File: config.mk
export PLATFORM = sky130hd
export DESIGN_NAME = multi_slot_tick_timer_table_core
export DESIGN_NICKNAME = d
export VERILOG_FILES = /design/src/rtl/mstt_pkg.sv /design/src/rtl/mstt_fifo.sv /design/src/rtl/mstt_front.sv /design/src/rtl/mstt_back.sv /design/src/rtl/multi_slot_tick_timer_table_core.sv
export VERILOG_INCLUDE_DIRS = /design/src /design/src/rtl
export SDC_FILE = /design/constraint.sdc
export NUM_CORES = 2
export LEC_CHECK = 0
export ABC_AREA = 1
export ABC_CLOCK_PERIOD_IN_PS = 15730
export BUFFER_PORTS_ARGS = -buffer_cell sky130_fd_sc_hd__clkbuf_2
export CAP_MARGIN = 20
export CORE_ASPECT_RATIO = 0.7
export CORE_MARGIN = 10
export CORE_UTILIZATION = 35
export DETAILED_ROUTE_END_ITERATION = 16
export GPL_ROUTABILITY_DRIVEN = 1
export PLACE_DENSITY = 0.47
export SYNTH_ARGS = -nofsm -noshare
export SYNTH_HDL_FRONTEND = slang
export SYNTH_SLANG_ARGS = --single-unit
export TNS_END_PERCENT = 20
File: constraint.sdc
create_clock -name clk -period 15.73 [get_ports clk]
set_clock_uncertainty 0.1 [all_clocks]
set_input_delay 3.146 -clock clk [delete_from_list [all_inputs] [get_ports clk]]
set_output_delay 3.146 -clock clk [all_outputs]
set_load 0.005 [all_outputs]
File: src/rtl/multi_slot_tick_timer_table_core_macros.svh
// Assertion macros for the timer table.
// MSTT_ASSERT checks that a property holds on every clock edge out of reset.
// MSTT_ASSERT_NEVER checks that a condition never holds out of reset.
`ifndef MULTI_SLOT_TICK_TIMER_TABLE_CORE_MACROS_SVH
`define MULTI_SLOT_TICK_TIMER_TABLE_CORE_MACROS_SVH

`ifndef NO_ASSERTIONS
`define MSTT_ASSERT(lbl, clk, rstn, prop) \
    lbl: assert property (@(posedge clk) disable iff (!rstn) (prop)) \
        else $error("%m: property failed");
`define MSTT_ASSERT_NEVER(lbl, clk, rstn, cond) \
    lbl: assert property (@(posedge clk) disable iff (!rstn) !(cond)) \
        else $error("%m: forbidden condition seen");
`else
`define MSTT_ASSERT(lbl, clk, rstn, prop)
`define MSTT_ASSERT_NEVER(lbl, clk, rstn, cond)
`endif

`endif

File: src/rtl/mstt_pkg.sv
`default_nettype none

package mstt_pkg;

    // Table size default and result limit per tick
    localparam int SLOTS_DEFAULT = 16;
    localparam int MAX_RESULTS   = 16;
    localparam int REP_W         = $clog2(MAX_RESULTS + 1);

    // Field codes
    localparam logic CMD_REGISTER = 1'b0;
    localparam logic CMD_TICK     = 1'b1;
    localparam logic KIND_STATUS  = 1'b0;
    localparam logic KIND_FIRE    = 1'b1;
    localparam logic STATUS_OK    = 1'b0;
    localparam logic STATUS_FULL  = 1'b1;

    typedef struct packed {
        logic        cmd;
        logic [31:0] period_ticks;
        logic        one_shot;
        logic [7:0]  callback_tag;
    } in_item_t;

    typedef struct packed {
        logic       kind;
        logic       status;
        logic [7:0] fired_tag;
        logic       last;
    } out_item_t;

    // One timer slot as stored in the table
    typedef struct packed {
        logic [31:0] remaining;
        logic [31:0] reload;
        logic        once;
        logic [7:0]  tag;
    } slot_t;

    typedef enum logic {
        OP_REGISTER,
        OP_TICK
    } op_e;

    // Classified command handed from front to back
    typedef struct packed {
        op_e   op;
        slot_t entry;
    } cmd_t;

    typedef enum logic [1:0] {
        B_IDLE,
        B_WALK,
        B_FLUSH
    } back_state_e;

endpackage

`default_nettype wire

File: src/rtl/mstt_fifo.sv
`default_nettype none

module mstt_fifo #(
    parameter int WIDTH = 8,
    parameter int DEPTH = 2
) (
    input  wire logic             clk,
    input  wire logic             rst_n,
    input  wire logic             push,
    output logic                  full,
    input  wire logic [WIDTH-1:0] wdata,
    input  wire logic             pop,
    output logic                  empty,
    output logic      [WIDTH-1:0] rdata
);

    localparam int PW = (DEPTH > 1) ? $clog2(DEPTH) : 1;

    logic [WIDTH-1:0] store_reg [DEPTH];
    logic [PW-1:0]    wr_ptr_reg, wr_ptr_next;
    logic [PW-1:0]    rd_ptr_reg, rd_ptr_next;
    logic [PW:0]      cnt_reg, cnt_next;
    logic             do_push, do_pop;

    assign full    = (cnt_reg == (PW+1)'(DEPTH));
    assign empty   = (cnt_reg == '0);
    assign rdata   = store_reg[rd_ptr_reg];
    assign do_push = push && !full;
    assign do_pop  = pop && !empty;

    // Pointer and fill count update
    always_comb
    begin
        wr_ptr_next = wr_ptr_reg;
        rd_ptr_next = rd_ptr_reg;
        cnt_next    = cnt_reg;
        if (do_push)
        begin
            wr_ptr_next = (wr_ptr_reg == PW'(DEPTH - 1)) ? '0 : wr_ptr_reg + PW'(1);
        end
        if (do_pop)
        begin
            rd_ptr_next = (rd_ptr_reg == PW'(DEPTH - 1)) ? '0 : rd_ptr_reg + PW'(1);
        end
        if (do_push && !do_pop)
        begin
            cnt_next = cnt_reg + (PW+1)'(1);
        end
        else if (do_pop && !do_push)
        begin
            cnt_next = cnt_reg - (PW+1)'(1);
        end
    end

    always_ff @(posedge clk or negedge rst_n)
    begin
        if (!rst_n)
        begin
            wr_ptr_reg <= '0;
            rd_ptr_reg <= '0;
            cnt_reg    <= '0;
        end
        else
        begin
            wr_ptr_reg <= wr_ptr_next;
            rd_ptr_reg <= rd_ptr_next;
            cnt_reg    <= cnt_next;
        end
    end

    // Storage, no reset
    always_ff @(posedge clk)
    begin
        if (do_push)
        begin
            store_reg[wr_ptr_reg] <= wdata;
        end
    end

endmodule

`default_nettype wire

File: src/rtl/mstt_front.sv
`default_nettype none

module mstt_front (
    input  wire logic             clk,
    input  wire logic             rst_n,
    input  wire logic             push,
    output logic                  full,
    input  wire mstt_pkg::in_item_t item,
    output logic                  cmd_valid,
    output mstt_pkg::cmd_t        cmd,
    input  wire logic             cmd_take
);

    import mstt_pkg::*;

    localparam int CMD_DEPTH = 2;

    cmd_t cmd_in;
    logic q_empty;
    logic [$bits(cmd_t)-1:0] q_rdata;

    // Classify the item and build the slot image for a register command
    always_comb
    begin
        cmd_in.op              = (item.cmd == CMD_TICK) ? OP_TICK : OP_REGISTER;
        cmd_in.entry.remaining = item.period_ticks;
        cmd_in.entry.reload    = item.period_ticks;
        cmd_in.entry.once      = item.one_shot;
        cmd_in.entry.tag       = item.callback_tag;
    end

    mstt_fifo #(
        .WIDTH ($bits(cmd_t)),
        .DEPTH (CMD_DEPTH)
    ) u_cmd_q (
        .clk   (clk),
        .rst_n (rst_n),
        .push  (push),
        .full  (full),
        .wdata (cmd_in),
        .pop   (cmd_take),
        .empty (q_empty),
        .rdata (q_rdata)
    );

    assign cmd_valid = !q_empty;
    assign cmd       = cmd_t'(q_rdata);

endmodule

`default_nettype wire

File: src/rtl/mstt_back.sv
`default_nettype none

`include "multi_slot_tick_timer_table_core_macros.svh"

module mstt_back #(
    parameter int SLOTS = mstt_pkg::SLOTS_DEFAULT
) (
    input  wire logic           clk,
    input  wire logic           rst_n,
    input  wire logic           cmd_valid,
    input  wire mstt_pkg::cmd_t cmd,
    output logic                cmd_take,
    output logic                res_push,
    input  wire logic           res_full,
    output mstt_pkg::out_item_t res_data
);

    import mstt_pkg::*;

    localparam int AW = (SLOTS > 1) ? $clog2(SLOTS) : 1;
    localparam int CW = $clog2(SLOTS + 1);

    back_state_e      state_reg, state_next;
    logic [CW-1:0]    cnt_reg;
    logic [CW-1:0]    wr_reg;
    logic [AW-1:0]    rd_idx_reg;
    logic [REP_W-1:0] rep_reg;
    logic             pend_valid_reg;
    logic [7:0]       pend_tag_reg;

    slot_t            slot_mem [SLOTS];
    slot_t            rdata_reg;
    logic             mem_we, mem_re;
    logic [AW-1:0]    mem_waddr, mem_raddr;
    slot_t            mem_wdata;

    slot_t            upd;
    logic             fire, report, keep, stall, last_slot, table_full;
    logic [CW-1:0]    wr_next;

    // Per-slot evaluation of the entry just read
    always_comb
    begin
        fire       = (rdata_reg.remaining == '0);
        report     = (rep_reg < REP_W'(MAX_RESULTS));
        keep       = !(fire && rdata_reg.once);
        upd        = rdata_reg;
        if (fire)
        begin
            upd.remaining = (rdata_reg.reload == '0) ? '0 : rdata_reg.reload - 32'd1;
        end
        else
        begin
            upd.remaining = rdata_reg.remaining - 32'd1;
        end
        stall      = fire && report && pend_valid_reg && res_full;
        last_slot  = (CW'(rd_idx_reg) == cnt_reg - CW'(1));
        wr_next    = wr_reg + CW'(keep);
        table_full = (cnt_reg == CW'(SLOTS));
    end

    // Next state
    always_comb
    begin
        state_next = state_reg;
        unique case (state_reg)
            B_IDLE:
            begin
                if (cmd_valid && cmd.op == OP_TICK && cnt_reg != '0)
                begin
                    state_next = B_WALK;
                end
            end
            B_WALK:
            begin
                if (!stall && last_slot)
                begin
                    state_next = B_FLUSH;
                end
            end
            B_FLUSH:
            begin
                if (!pend_valid_reg || !res_full)
                begin
                    state_next = B_IDLE;
                end
            end
            default:
            begin
                state_next = B_IDLE;
            end
        endcase
    end

    // Control and datapath outputs
    always_comb
    begin
        cmd_take  = 1'b0;
        mem_we    = 1'b0;
        mem_waddr = wr_reg[AW-1:0];
        mem_wdata = upd;
        mem_re    = 1'b0;
        mem_raddr = '0;
        res_push  = 1'b0;
        res_data  = '{kind: KIND_FIRE, status: STATUS_OK, fired_tag: pend_tag_reg,
                      last: 1'b0};
        unique case (state_reg)
            B_IDLE:
            begin
                if (cmd_valid)
                begin
                    if (cmd.op == OP_REGISTER)
                    begin
                        if (!res_full)
                        begin
                            cmd_take  = 1'b1;
                            res_push  = 1'b1;
                            res_data  = '{kind: KIND_STATUS,
                                          status: table_full ? STATUS_FULL : STATUS_OK,
                                          fired_tag: 8'd0, last: 1'b1};
                            mem_we    = !table_full;
                            mem_waddr = cnt_reg[AW-1:0];
                            mem_wdata = cmd.entry;
                        end
                    end
                    else
                    begin
                        cmd_take = 1'b1;
                        mem_re   = (cnt_reg != '0);
                    end
                end
            end
            B_WALK:
            begin
                if (!stall)
                begin
                    mem_we   = keep;
                    res_push = fire && report && pend_valid_reg;
                    if (!last_slot)
                    begin
                        mem_re    = 1'b1;
                        mem_raddr = rd_idx_reg + AW'(1);
                    end
                end
            end
            B_FLUSH:
            begin
                res_push      = pend_valid_reg && !res_full;
                res_data.last = 1'b1;
            end
            default:
            begin
            end
        endcase
    end

    // Control registers
    always_ff @(posedge clk or negedge rst_n)
    begin
        if (!rst_n)
        begin
            state_reg      <= B_IDLE;
            cnt_reg        <= '0;
            wr_reg         <= '0;
            rd_idx_reg     <= '0;
            rep_reg        <= '0;
            pend_valid_reg <= 1'b0;
        end
        else
        begin
            state_reg <= state_next;
            unique case (state_reg)
                B_IDLE:
                begin
                    if (cmd_valid && cmd.op == OP_REGISTER && !res_full && !table_full)
                    begin
                        cnt_reg <= cnt_reg + CW'(1);
                    end
                    if (cmd_valid && cmd.op == OP_TICK)
                    begin
                        wr_reg         <= '0;
                        rd_idx_reg     <= '0;
                        rep_reg        <= '0;
                        pend_valid_reg <= 1'b0;
                    end
                end
                B_WALK:
                begin
                    if (!stall)
                    begin
                        wr_reg <= wr_next;
                        if (fire && report)
                        begin
                            pend_valid_reg <= 1'b1;
                            rep_reg        <= rep_reg + REP_W'(1);
                        end
                        if (last_slot)
                        begin
                            cnt_reg <= wr_next;
                        end
                        else
                        begin
                            rd_idx_reg <= rd_idx_reg + AW'(1);
                        end
                    end
                end
                B_FLUSH:
                begin
                    if (!res_full)
                    begin
                        pend_valid_reg <= 1'b0;
                    end
                end
                default:
                begin
                end
            endcase
        end
    end

    // Tag of the newest reported firing, held until the next one or the walk end
    always_ff @(posedge clk)
    begin
        if (state_reg == B_WALK && !stall && fire && report)
        begin
            pend_tag_reg <= rdata_reg.tag;
        end
    end

    // Slot table: one write port, one registered read port
    always_ff @(posedge clk)
    begin
        if (mem_we)
        begin
            slot_mem[mem_waddr] <= mem_wdata;
        end
        if (mem_re)
        begin
            rdata_reg <= slot_mem[mem_raddr];
        end
    end

    // Checks
    `MSTT_ASSERT(a_cnt_bound, clk, rst_n, cnt_reg <= CW'(SLOTS))
    `MSTT_ASSERT(a_rep_bound, clk, rst_n, rep_reg <= REP_W'(MAX_RESULTS))
    `MSTT_ASSERT(a_wr_behind_rd, clk, rst_n, state_reg != B_WALK || wr_reg <= CW'(rd_idx_reg))
    `MSTT_ASSERT_NEVER(a_push_full, clk, rst_n, res_push && res_full)
    `MSTT_ASSERT_NEVER(a_flush_write, clk, rst_n, state_reg == B_FLUSH && mem_we)

endmodule

`default_nettype wire

File: src/rtl/multi_slot_tick_timer_table_core.sv
// Tick timer table: up to SLOTS countdown timers, kept packed in order.
// Input channel (push/full, item): a register item (cmd 0) appends a timer
// and yields one status result (accepted or table full). A tick item (cmd 1)
// walks the occupied slots; each expired slot, max 16 per tick, yields a firing
// result with its tag, one-shots drop and the walk compacts the table.
// Result channel (empty/pop, result): oldest result shown while empty is low;
// the final result of an item has last set. A tick with no firing gives none.
// With the walker idle, a register status passes the command queue and then
// the result queue, both registered, before it shows on the result ports. The
// walker takes one item at a time: a register item in a single step, held while
// the result queue is full; a tick in a read step, then one step per occupied
// slot through the single read port of the slot table, paused while a firing
// waits on a full result queue, and a last step for the final result.
// A 2-entry command queue sits ahead of the walker and a 4-entry result queue
// after it, so input transfers continue while results wait. If the receiver
// stalls, the walker pauses once the result queue fills, then the command
// queue fills and full rises. Reset empties both queues and the table.
`default_nettype none

module multi_slot_tick_timer_table_core #(
    parameter int SLOTS = mstt_pkg::SLOTS_DEFAULT
) (
    input  wire logic                clk,
    input  wire logic                rst_n,
    input  wire logic                push,
    output logic                     full,
    input  wire mstt_pkg::in_item_t  item,
    output logic                     empty,
    input  wire logic                pop,
    output mstt_pkg::out_item_t      result
);

    import mstt_pkg::*;

    localparam int RES_DEPTH = 4;

    cmd_t      cmd;
    logic      cmd_valid, cmd_take;
    logic      res_push, res_full;
    out_item_t res_data;
    logic [$bits(out_item_t)-1:0] res_rdata;

    mstt_front u_front (
        .clk       (clk),
        .rst_n     (rst_n),
        .push      (push),
        .full      (full),
        .item      (item),
        .cmd_valid (cmd_valid),
        .cmd       (cmd),
        .cmd_take  (cmd_take)
    );

    mstt_back #(
        .SLOTS (SLOTS)
    ) u_back (
        .clk       (clk),
        .rst_n     (rst_n),
        .cmd_valid (cmd_valid),
        .cmd       (cmd),
        .cmd_take  (cmd_take),
        .res_push  (res_push),
        .res_full  (res_full),
        .res_data  (res_data)
    );

    // Result queue towards the receiver
    mstt_fifo #(
        .WIDTH ($bits(out_item_t)),
        .DEPTH (RES_DEPTH)
    ) u_res_q (
        .clk   (clk),
        .rst_n (rst_n),
        .push  (res_push),
        .full  (res_full),
        .wdata (res_data),
        .pop   (pop),
        .empty (empty),
        .rdata (res_rdata)
    );

    assign result = out_item_t'(res_rdata);

endmodule

`default_nettype wire

Yosys cells after proc, flatten, opt, wreduce, memory -nomap -nowiden. Memories as Yosys holds them, arrays and structs flattened. A register that Yosys moved wholly into a read port is not among the register bits. Cells that the tools add are included.

Bits in read-only memories: 0. Memories kept: 3. Bits in latches: 0. Bits in registers: 41. Bits in writable memories: 1360.

Memory list: u_back.slot_mem (depth 16, width 73, rd ports 1, clocked after Yosys merged registers in 1, wr ports 1, RTL line mstt_back.sv:31) `slot_t slot_mem [SLOTS];`; u_front.u_cmd_q.store_reg (depth 2, width 74, rd ports 1, clocked after Yosys merged registers in 0, wr ports 1, RTL line mstt_fifo.sv:19) `logic [WIDTH-1:0] store_reg [DEPTH];`; u_res_q.store_reg (depth 4, width 11, rd ports 1, clocked after Yosys merged registers in 0, wr ports 1, RTL line mstt_fifo.sv:19).

Add/subtract/negate cells: 15. Shifts and indexed selects: 0. Mux-type cells: 75. Multiply operators: 0. Div/mod/pow operators: 0. Eq/ne operators: 18. Reduce and logical (&&, ||, !) cells: 51. Order comparisons: 1. Bitwise gates (word level): 1.

Operators by type and width (count): 2-to-1 mux 73 bit (4); zero test 32 bit (2); 2-to-1 mux 32 bit (2); subtractor 32 x 1 -> 32 bit (second input constant) (2); 2-to-1 mux 4 bit (10); 2-to-1 mux 5 bit (7); 2-to-1 mux 11 bit (3); case mux 5 bit (2 select lines) (3); 2-to-1 mux 1 bit (29); logical AND 1 bit (22); 2-to-1 mux 2 bit (7); inequality test 2 x 1 -> 1 bit (second input constant) (7); zero test 1 bit (12); AND reduction 4 bit (3); adder 5 x 1 -> 5 bit (second input constant) (2); 2-to-1 mux 10 bit (1); == test 2 bit (second input constant) (4); case mux 4 bit (2 select lines) (1); adder 2 x 1 -> 2 bit (second input constant) (3); 2-to-1 mux 3 bit (2); inequality test 2 bit (second input constant) (3); case mux 1 bit (2 select lines) (3); case mux 1 bit (3 select lines) (2); case mux 2 bit (3 select lines) (1); other kinds (21) (26).

Depth between registers and ports, before layout.
Depth in word-level cells: 11. Gate-level depth with buffers: 19. Gate-level depth less buffers: 18.

Hierarchy. A second synthesis with hierarchy kept.

Cells, all modules: 6501. Area, all modules: 67145.6 µm².

Modules (own cells, without submodules): mstt_back (area each 59318.1 µm², sequential area each 38056.5 µm², instances 1, cells an instance 5893); mstt_fifo at u_front.u_cmd_q (area each 5597.9 µm², sequential area each 4544.4 µm², instances 1, cells an instance 418); mstt_fifo at u_res_q (area each 2225.9 µm², sequential area each 1496.4 µm², instances 1, cells an instance 189); mstt_front (area each 3.8 µm², sequential area each 0.0 µm², instances 1, cells an instance 1).

Least setup slack after synthesis. Ideal clock, no wire load.

Path type: input to register. From: in push. To: mem u_front.u_cmd_q.store_reg[1][0] in the netlist's numbering (enable). Setup time: 0.443 ns. Arrival: 5.077 ns. Setup slack: 10.110 ns. Cell stages on the path: 2. Cells stage by stage: o21ai_0 -> nor2_1.

Word-level cells in the longest chain between the ends: 3.

Ends and longest elaborated chain: from (decl) (RTL line multi_slot_tick_timer_table_core.sv:25) `input wire logic push,`; logical AND 1 bit (RTL line mstt_fifo.sv:28) `assign do_push = push && !full;`; 2-to-1 mux 1 bit (RTL line mstt_fifo.sv:74) `if (do_push)`; 2-to-1 mux 1 bit (implied by the code) (RTL line mstt_fifo.sv:76) `store_reg[wr_ptr_reg] <= wdata;`; to (decl) (RTL line mstt_fifo.sv:19).

Every way passes these cells.

Worst setup path after layout.
From: reg u_back.cnt_reg[0]. To: reg u_back.rdata_reg[56] (netlist name).

Word-level cells in the longest chain between the ends: 5. Elaborated cells on any way between the ends: 11. Those cells by class: add/sub (1); eq/ne (1); mux (8); reduce/logical (1).

Ends and longest elaborated chain: from (decl) (RTL line mstt_back.sv:24) `logic [CW-1:0] cnt_reg;`; from (signal assigned) (RTL line mstt_back.sv:177) `cnt_reg <= cnt_reg + CW'(1);`; from (signal assigned) (RTL line mstt_back.sv:199) `cnt_reg <= wr_next;`; subtractor 5 x 1 -> 5 bit (RTL line mstt_back.sv:57) `last_slot = (CW'(rd_idx_reg) == cnt_reg - CW'(1));`; == test 4 x 5 -> 1 bit (RTL line mstt_back.sv:57); 2-to-1 mux 1 bit or 2-to-1 mux 4 bit (tied branches) (RTL line mstt_back.sv:139) `if (!last_slot)`; 2-to-1 mux 1 bit or 2-to-1 mux 4 bit (tied branches) (RTL line mstt_back.sv:135) `if (!stall)`; case mux 1 bit (2 select lines) or 2-to-1 mux 4 bit (tied branches) (RTL line mstt_back.sv:107) `unique case (state_reg)`.

Parallel ways exist; a longest one is shown, timed or not. A chain may end at the register's enable or synchronous reset.

==> key figures <==
Outcome
  • Status: finished, final reports clean

Global route
  • Initial antenna violation count: 4
  • Largest net degree at the start of global routing: 153
  • First-pass GRT wire length: 295 mm
  • Overall routing resource usage: 19.4%
  • Grt ovf: 0
  • Vias in the first global route: 41900

Clock network
  • # hold bufs at CTS: 0
  • # clock sinks: 1410
  • CTS H-tree lvls: 4
  • Post-CTS setup repair buffer count: 0
  • Clk slew on worst S/H paths: 0.06 ns
  • Clock Tree Buf Depth: 3
  • Root Buffer: clkbuf_16
  • Number of clock buffers inserted by TritonCTS: 144
  • CTS tree: yes
  • Post-CTS sizing: 0
  • Skew-Pair Late Insertion Delay: 0.78 ns

STA
  • Worst-Margin Slew: 1.13 ns
  • Final hold vios: 0
  • Worst relative slew slack: 24.5%
  • # setup viols final: 0
  • Tmin final: 6.20 ns
  • Crit share post-route: 39.4%
  • Final setup margin: 9.53 ns
  • RSZ-0062 raised after global routing: no
  • Max Fclk: 0.161 GHz
  • Fin. max-slew vios: 0
  • Setup_tns: 0 ns
  • Hold Worst Slack: 0.392 ns

Placed design
  • Inst Count DP: 8537
  • I/O Buffers: 58
  • Dpl cell area: 66900 um^2
  • DP HPWL: 104 mm
  • Placement Setup Slack: 9.49 ns
  • Final GP Congestion: 0.861

Detailed routing
  • DR vias: 44200
  • Routed length per instance: 22.8 um
  • Number of DRC markers in iteration 0: 4139
  • Vias/cell: 5.03
  • Routed WL: 201 mm
  • Antenna-violating nets left: 0
  • DRC violations left: 0
  • DRT Pass-1 Iters: 6

Logic synthesis
  • Seq/Total Area, Yosys: 65.8%
  • Synth Flop Type: edfxtp_1
  • Fraction of registers with async set/reset: 2.34%
  • Yosys cell types: 43
  • Number of flops mapped to enable cells by yosys: 1377
  • Register bit total from synthesis: 1410
  • Synthesized area per cell: 10.2 um^2
  • Syn Inst Count: 6264
  • Post-Syn Area: 64100 um^2
  • Yosys warning count: 0
  • Syn_nets: 6328

Floorplan
  • Initial Util: 35.2%
  • Core ar.: 182000 um^2
  • Die area: 201000 um^2
  • I/O Pins: 59
  • Die height: 378 um
  • Row count: 131
  • Die width: 531 um

Worst setup path
  • CP Cell Sequence: inv_1, ha_1, nor2_1, nor2_1, nand3_1, nor2_1, a21oi_4, buf_4, nand3_4, inv_8, buf_4, buf_4, nand2_1, nand2_1, nand3_1, nand3_1, nand2_1
  • Kind of cell adding the most delay to the critical path: buffers and inverters
  • CP Launch Type: register
  • Slowest cell on the critical path: buf_4
  • CP max FO: 105
  • Worst Setup End Kind: register
  • WP data required: 16.15 ns
  • Slowest stage delay, CP: 0.83 ns
  • CP bufs+invs: 5
  • Arrival @ worst endpoint: 6.62 ns
  • Crit Path Class: register to register

Layout
  • Layout cells sized above 1: 9.09%
  • Syn-to-layout area delta: 11.3%
  • Design area: 71300 um^2
  • Largest register FFs: 1168
  • Layout Cells excl Fill: 8788
  • Nets: 6291

Pwr
  • Maximum VDD drop: 0.182 mV
  • P per Cell Area: 215 nW/um^2
  • Leakage power: 29.0 nW

Run
  • Max Cap Viol: 0

Min path
  • Hold Path Class: register to register
-- layout by cell type (no fill, tap or decap), types with 4 or more instances in the layout --
cell type | netlist | routed
nand4_1 | 381 | 381
o21ai_1 | 3 | 14
inv_1 | 1005 | 1002
o22ai_1 | 16 | 16
dfrtp_1 | 33 | 32
xor2_1 | 39 | 39
a31oi_1 | 11 | 11
clkbuf_1 | 180 | 41
nand3_1 | 776 | 776
clkinv_1 | 119 | 147
o211ai_1 | 32 | 32
nor3_1 | 8 | 8
inv_2 | 5 | 4
buf_4 | 21 | 106
buf_12 | 0 | 7
nor2_1 | 470 | 451
clkbuf_16 | 0 | 152
xnor2_1 | 14 | 14
a21oi_1 | 30 | 30
clkinv_2 | 0 | 12
o21ai_0 | 105 | 93
inv_6 | 0 | 5
ha_1 | 17 | 17
or2_2 | 182 | 182
bufinv_16 | 0 | 5
nand2_1 | 1251 | 1248
edfxtp_1 | 1377 | 1377
nor2_4 | 3 | 22
clkbuf_2 | 0 | 58
nor4_1 | 7 | 7
o31ai_1 | 4 | 4
-- power by group --
group | total [W] | internal, W | leakage (nW) | switching, W
logic | 0.00582 | 0.00139 | 14.0 | 0.00443
registers | 0.00618 | 0.00581 | 12.9 | 0.000369
clock network | 0.00331 | 0.00184 | 2.11 | 0.00147
-- layer usage --
metal | routed length (um) | track usage, % | share of wire (%) | vias to the layer above
li1 | - | - | - | 20700
met1 | 96700 | 29.1 | 48 | 21800
met2 | 86600 | 29.2 | 43 | 1447
met3 | 11900 | 2.61 | 6.0 | 270
met4 | 5360 | 5.59 | 2.7 | 0
met5 | 0 | 0 | 0 | -
-- cell usage after synthesis, types with 3 or more instances --
master,count,area (um^2)
edfxtp_1,1377,41300
nand2_1,1251,4700
inv_1,1005,3770
nand3_1,776,3880
nor2_1,470,1760
nand4_1,381,2380
or2_2,182,1140
clkbuf_1,180,676
buf_2,125,626
clkinv_1,119,447
o21ai_0,105,526
xor2_1,39,342
dfrtp_1,33,826
o211ai_1,32,240
a21oi_1,30,150
buf_4,21,158
buf_1,17,63.8
ha_1,17,213
o22ai_1,16,100
xnor2_1,14,123
buf_6,12,135
a31oi_1,11,68.8
nor3_1,8,40.0
nor4_1,7,43.8
inv_2,5,18.8
o31ai_1,4,30.0
nand3b_1,3,22.5
nor2_2,3,18.8
nor2_4,3,33.8
o21ai_1,3,15.0
-- kinds of logic after synthesis --
logic type	share of synthesized area, %
AOI/OAI and AO/OA	1.87
xor gates and xnor gates	0.725
adders and majority gates	0.363
buffers and inverters	9.20
DFF	65.8
muxes	0.0332
and+or+nand+nor	22.0
-- worst paths after layout --
path | cells after the start | slack [ns] | end | from
worst max-delay path | 17 | 9.53 | u_back.rdata_reg[56] | u_back.cnt_reg[0]
max in group asynchronous | 2 | 12.93 | u_back.rep_reg[2] | rst_n
worst min-delay path | 2 | 0.39 | u_back.wr_reg[3] | u_back.wr_reg[3]
worst max register to register | 17 | 9.53 | u_back.rdata_reg[56] | u_back.cnt_reg[0]
worst min register to register | 2 | 0.39 | u_back.wr_reg[3] | u_back.wr_reg[3]
min in group asynchronous | 1 | 2.13 | u_back.wr_reg[4] | rst_n
-- worst register-to-register path, cell delays in order (launching register included) --
cell     delay [ns]
dfrtp_1        0.45
inv_1          0.12
ha_1           0.34
nor2_1         0.12
nor2_1         0.05
nand3_1        0.07
nor2_1         0.08
a21oi_4        0.16
buf_4          0.71
nand3_4        0.71
inv_8          0.78
buf_4          0.96
buf_4          0.79
nand2_1        0.13
nand2_1        0.09
nand3_1        0.07
nand3_1        0.13
nand2_1        0.08
-- through the flow --
step / total power [W] / utilization, %
after floorplan: 0.00978 / -
after global placement: 0.0120 / 36.7
after detailed placement: 0.0121 / 36.7
after CTS: 0.0154 / 39.1
after global routing: 0.0162 / 39.1
final: 0.0153 / 39.1
-- area by class of cell --
type	instances	area, um^2
Clock inverter	53	387
Timing Repair Buffer	172	1240
Clock buffer	193	3960
Fill cell	17900	111000
Antenna cell	1	2.50
Tap cell	2460	3080
Sequential cell	1410	42200
Multi-Input combinational cell	3370	16200
Inverter	1129	4270
Note: power is estimated with default switching activity, not from simulation.
